[config.mk]
export PLATFORM = sky130hd
export DESIGN_NAME = csr_ctrl
export DESIGN_NICKNAME = d
export VERILOG_FILES = /design/src/rtl/csr_pkg.sv /design/src/rtl/csr_ctrl.sv
export VERILOG_INCLUDE_DIRS = /design/src /design/src/rtl
export SDC_FILE = /design/constraint.sdc
export NUM_CORES = 1
export LEC_CHECK = 0
export BUFFER_PORTS_ARGS = -buffer_cell sky130_fd_sc_hd__buf_2
export CORE_ASPECT_RATIO = 1.2
export CORE_UTILIZATION = 45
export CTS_BUF_LIST = sky130_fd_sc_hd__clkbuf_2
export CTS_CLUSTER_SIZE = 30
export DETAILED_ROUTE_END_ITERATION = 12
export PLACE_DENSITY = 0.75
export SLEW_MARGIN = 30
export SYNTH_ARGS = -nofsm -noshare
export SYNTH_HDL_FRONTEND = slang
export SYNTH_SLANG_ARGS = --single-unit
[constraint.sdc]
create_clock -name clk -period 3.45 [get_ports clk]
set_input_delay 0.69 -clock clk [delete_from_list [all_inputs] [get_ports clk]]
set_output_delay 0.69 -clock clk [all_outputs]
set_load 0.05 [all_outputs]
[src/rtl/complex_subspace_rotation_unit_macros.svh]
// Assertion macros used by the controller of the complex subspace rotation unit.
`ifndef COMPLEX_SUBSPACE_ROTATION_UNIT_MACROS_SVH
`define COMPLEX_SUBSPACE_ROTATION_UNIT_MACROS_SVH
`ifndef SYNTHESIS
`define CSR_ASSERT_IMP(lbl, ante, cons, msg) \
    lbl: assert property (@(posedge clk) disable iff (!rst_n) (ante) |-> (cons)) \
        else $error(msg);
`define CSR_ASSERT_NXT(lbl, ante, cons, msg) \
    lbl: assert property (@(posedge clk) disable iff (!rst_n) (ante) |=> (cons)) \
        else $error(msg);
`else
`define CSR_ASSERT_IMP(lbl, ante, cons, msg)
`define CSR_ASSERT_NXT(lbl, ante, cons, msg)
`endif
`endif

[src/rtl/csr_pkg.sv]
// Types and constants of the complex subspace rotation unit.
package csr_pkg;

    localparam int MAX_STATES = 16;
    localparam int IDX_W      = $clog2(MAX_STATES);
    localparam int ADDR_W     = 2 * IDX_W;
    localparam int DEPTH      = MAX_STATES * MAX_STATES;
    localparam int CFG_W      = 5;
    localparam int COEF_W     = 18;
    localparam int SAMP_W     = 24;
    localparam int OUT_W      = 24;
    localparam int PROD_W     = COEF_W + SAMP_W;
    localparam int ACC_W      = 48;
    localparam int FRAC_W     = 16;
    localparam int Q_W        = ACC_W - FRAC_W;
    localparam int RESULT_CAP = (MAX_STATES < 16) ? MAX_STATES : 16;

    localparam logic [CFG_W-1:0] STATE_COUNT_RESET = CFG_W'(16);

    localparam logic KIND_LOAD   = 1'b0;
    localparam logic KIND_SAMPLE = 1'b1;

    typedef enum logic [1:0] {
        ST_IDLE,
        ST_RUN,
        ST_DRAIN
    } csr_state_t;

    typedef struct packed {
        logic             accept;
        logic             rd_en;
        logic [IDX_W-1:0] row;
        logic [IDX_W-1:0] col;
        logic             first_col;
        logic             last_col;
        logic             last_row;
    } csr_cmd_t;

    typedef struct packed {
        logic done;
    } csr_stat_t;

endpackage

[src/rtl/csr_ctrl.sv]
// Controller: request acceptance, configuration register and row/column sequencing.
`include "complex_subspace_rotation_unit_macros.svh"

module csr_ctrl
    import csr_pkg::*;
(
    input  logic              clk,
    input  logic              rst_n,
    input  logic              start,
    input  logic              kind,
    input  logic              last_sample,
    output logic              busy,
    input  logic              cfg_valid,
    output logic              cfg_ready,
    input  logic [CFG_W-1:0]  cfg_data,
    output csr_cmd_t          cmd,
    input  csr_stat_t         stat
);

    csr_state_t       state_reg, state_next;
    logic [IDX_W-1:0] row_reg, row_next;
    logic [IDX_W-1:0] col_reg, col_next;
    logic [CFG_W-1:0] state_count_reg, state_count_next;
    logic [CFG_W-1:0] n_eff;
    logic [IDX_W-1:0] n_last;

    always_ff @(posedge clk or negedge rst_n)
    begin
        if (!rst_n)
        begin
            state_reg       <= ST_IDLE;
            row_reg         <= '0;
            col_reg         <= '0;
            state_count_reg <= STATE_COUNT_RESET;
        end
        else
        begin
            state_reg       <= state_next;
            row_reg         <= row_next;
            col_reg         <= col_next;
            state_count_reg <= state_count_next;
        end
    end

    // clamp the state count to 1..RESULT_CAP
    always_comb
    begin
        if (state_count_reg == '0)
            n_eff = CFG_W'(1);
        else if (state_count_reg > CFG_W'(RESULT_CAP))
            n_eff = CFG_W'(RESULT_CAP);
        else
            n_eff = state_count_reg;
        n_last = IDX_W'(n_eff - CFG_W'(1));
    end

    always_comb
    begin
        state_next       = state_reg;
        row_next         = row_reg;
        col_next         = col_reg;
        state_count_next = state_count_reg;
        busy             = (state_reg != ST_IDLE);
        cfg_ready        = (state_reg == ST_IDLE);

        cmd.accept    = start && (state_reg == ST_IDLE);
        cmd.rd_en     = 1'b0;
        cmd.row       = row_reg;
        cmd.col       = col_reg;
        cmd.first_col = (col_reg == '0);
        cmd.last_col  = (col_reg == n_last);
        cmd.last_row  = (row_reg == n_last);

        if (cfg_valid && cfg_ready)
            state_count_next = cfg_data;

        case (state_reg)
            ST_IDLE:
            begin
                if (cmd.accept && (kind == KIND_SAMPLE) && last_sample)
                begin
                    state_next = ST_RUN;
                    row_next   = '0;
                    col_next   = '0;
                end
            end
            ST_RUN:
            begin
                cmd.rd_en = 1'b1;
                if (cmd.last_col)
                begin
                    col_next = '0;
                    if (cmd.last_row)
                        state_next = ST_DRAIN;
                    else
                        row_next = row_reg + IDX_W'(1);
                end
                else
                    col_next = col_reg + IDX_W'(1);
            end
            ST_DRAIN:
            begin
                // hold until the final result leaves the pipeline
                if (stat.done)
                    state_next = ST_IDLE;
            end
            default:
            begin
                state_next = ST_IDLE;
            end
        endcase
    end

    `CSR_ASSERT_NXT(a_run_on_last, start && !busy && kind == KIND_SAMPLE && last_sample, state_reg == ST_RUN, "last sample did not start a run")
    `CSR_ASSERT_IMP(a_col_in_range, state_reg == ST_RUN, col_reg <= n_last && row_reg <= n_last, "row or column beyond state count")
    `CSR_ASSERT_IMP(a_done_in_drain, stat.done, state_reg == ST_DRAIN, "final result outside drain")

endmodule

==> out/summary.md <==
The worst hold-check path type is input pin to async pin. TritonCTS built the clock tree. Worst flop-to-flop path startpoint: state_count_reg[4]. A synthesized cell averages 9.44 µm². The ratio of cells with drive above 1 in the final layout was 0.321; the remaining antenna violation count was 0. The tools report the endpoint of the most critical register-to-register path as row_reg[3]. Yosys attributes the largest share of cell area to dfrtp_1, mux2_2, ha_1, xnor2_1, nand3_1. The port buffer count came out at 26.

The area fraction of the dominant cell type after synthesis came out at 0.357. The number of global-route vias before repair came out at 825. Routed length per instance: 12.4 µm.

The clock slew at the register clock pins of the worst setup and hold paths came out at 0.14 ns. After detailed placement, the total cell area comes to 1150 µm². The final clock period utilization by the worst path is 0.947, and the number of H-tree levels is 1. The antenna diode instance count is 0, and the number of top-level design ports is 27. The first global-routing pass estimated 3500 µm of wire.

The total routed wirelength was 2000 µm; the final net count was 148. Number of fill cells: 188. The tools report the critical path startpoint category as a flop. The logs give 2370 µm² for the die footprint and 0.45 ns for the worst setup slack for register-to-register paths. The mean number of vias per cell was 5.09; the vertical die dimension was 53.2 µm.

The x dimension of the die is 44.7 µm, and the total iterations of the first detailed-routing run is 4. The logs give 578 µm² for the multi-input combinational cell area and 104 for the synthesized netlist cell count. The run gives 0.205 as the global-route usage over all layers. Setup repair after global routing left no endpoint under its margin.

Post-layout minimum cycle time: 3.27 ns. Starting density of the core: 0.479. The clock passes through at most 2 buffers. The finished cells cover 1180 µm².

The sequential cell area fraction in the yosys report came out at 0.383. The final sum of negative setup slack was 0 ns. The synthesized design spends more area on one cell type than any other, namely dfrtp_1. For this block, the initial DRC count from the detailed router was 4.

The routed layout has 819 vias. The tightest hold path in the finished design has a slack of 0.279 ns. The run finished with clean final reports.

TritonCTS created 3 clock buffers. For the register cell area after layout, the log shows 377 µm². The tree is rooted in a clkbuf_2. The number of max-slew violations in the final report is 0, and the routability congestion estimate from global placement is 0.944.

The final-report setup violation count is 0, and the logic depth of the worst register-to-register path is 8. At the pin with the least slew margin, the transition time is 0.344 ns. The tools report the element type at the critical path end as an output pin. The tool flagged a number of max-cap violations equal to 0. Number of flip-flops under the largest register name: 5. The core region is 2050 µm². For the relative slew slack, the log shows 0.771. The total overflow reported by the global router was 0; the number of buffers added for setup after CTS was 0. Summed over all nets, the half-perimeter wirelength after detailed placement is 1610 µm. The run gives 0 as the number of antenna violations at the first check in global routing.

The upper clock frequency limit came out at 306 MHz. The synthesized netlist contains 35 unique library cells. The largest net degree at the start of global routing is 16, and the clock tree skew after final layout is 0.00767 ns.

From synthesis to final layout, the design area changed by 20.3%. The data arrival time of the critical path is 2.58 ns, and the flip-flop and latch count after synthesis is 15. The worst setup path is of the flop to output pin kind.

After detailed routing, the number of remaining DRC violations is 0. The number of hold-slack violations in the final timing report is 0. The tools report the synthesized net count as 120. The number of standard-cell rows in the floorplan was 18. Data on the critical path is required at its endpoint by 2.76 ns. For this run, the number of Yosys warnings is 0. Summing every instance area after synthesis gives 982 µm². Clock latency on the worst-skew pair, taken at its later pin, is 0.28 ns. In this run the worst path has a maximum fanout of 7. The number of sinks on the clock net was 15.
[cell families (layout without fill, tap and decap cells)]
logic type      after synthesis  count (layout)  synth area share
compound gates               16              16             0.121
xor+xnor                      9               9            0.0943
fa+ha+maj                     4               4            0.0510
buf+inv                      10              37            0.0395
flops                        15              15             0.383
mux                           6               6            0.0688
simple gates                 44              44             0.242
[placed cells by master, fill, tap and decap left out, types with 2 or more instances in the layout]
| cell type | netlist | routed |
|---|---|---|
| and2_1 | 4 | 4 |
| nor2_1 | 5 | 5 |
| ha_1 | 4 | 4 |
| nor4_1 | 4 | 3 |
| xnor2_1 | 5 | 5 |
| a21o_1 | 2 | 2 |
| nand2b_1 | 5 | 5 |
| mux2_2 | 6 | 6 |
| a22o_1 | 2 | 2 |
| nand3_1 | 8 | 8 |
| o21ai_0 | 3 | 3 |
| or4_1 | 2 | 2 |
| dfrtp_1 | 14 | 14 |
| inv_1 | 6 | 6 |
| xor2_1 | 3 | 3 |
| clkbuf_2 | 1 | 4 |
| nand2_1 | 10 | 10 |
| buf_2 | 0 | 24 |
[repair_timing]
item | in CTS | in global routing
hold buffers | 0 | 0
setup endpoints to repair | 0 | 2
gates resized for setup | 0 | 5
[metal layers]
metal,track usage,vias up,share of wire,wire length (µm)
li1,-,419,-,-
met1,0.233,380,0.43,852
met2,0.373,16,0.53,1060
met3,0.0205,4,0.021,42
met4,0.106,0,0.022,44
met5,0,-,0,0
[through the flow]
step,setup slack [ns],util,instances
global route,0.0534,0.576,161
detailed placement,0.385,0.559,157
CTS,0.0513,0.569,161
finish,0.184,0.576,161
floorplan,0.243,-,104
global placement,0.431,0.559,157
[cell type report]
class / count / area share
multi-input cells: 79 / 0.489
flip-flops and latches: 15 / 0.319
repair buffers: 27 / 0.124
well taps: 30 / 0.0318
inverters: 6 / 0.0191
clock buffers: 4 / 0.0169
[worst max path at each step]
stage | from | end | slack (ns) | cells past startpoint
6_report | state_count_reg[4] | cmd[1] | 0.18 | 7
3_3_place_gp | state_count_reg[4] | cmd[1] | 0.43 | 7
4_1_cts | state_count_reg[4] | cmd[1] | 0.05 | 7
3_5_place_dp | state_count_reg[4] | cmd[1] | 0.38 | 7
2_1_floorplan | state_count_reg[4] | cmd[1] | 0.24 | 6
5_1_grt | state_count_reg[3] | cmd[1] | 0.05 | 7
[cells in the mapped netlist]
cell type,count
nor2_1,5
and2_1,4
o21ai_0,3
or4_1,2
o211a_1,1
nand3_1,8
o21bai_1,1
ha_1,4
or2_2,1
xor2_1,3
xnor3_1,1
mux2_2,6
a31oi_1,1
dfrtp_1,14
a211o_1,1
clkbuf_2,1
clkbuf_1,3
nand2_1,10
a211oi_1,1
nor3b_1,1
xnor2_1,5
a21o_1,2
a21oi_1,1
o211ai_1,1
nor2b_1,1
a221o_1,1
nor4_1,4
o311ai_0,1
a22o_1,2
or4_4,1
and2b_1,1
or3_1,1
nand2b_1,5
inv_1,6
dfstp_2,1
[worst max-delay path, stage by stage, from the launching register on]
cell and delay, ns:
dfstp_2 0.42, or4_4 0.54, and2_1 0.19, ha_1 0.23, xnor3_1 0.39, nand2_1 0.07, a211oi_2 0.24, buf_6 0.21
Power is not shown: default switching activity piles up to over one toggle a cycle in this logic, so the estimate is an artifact.
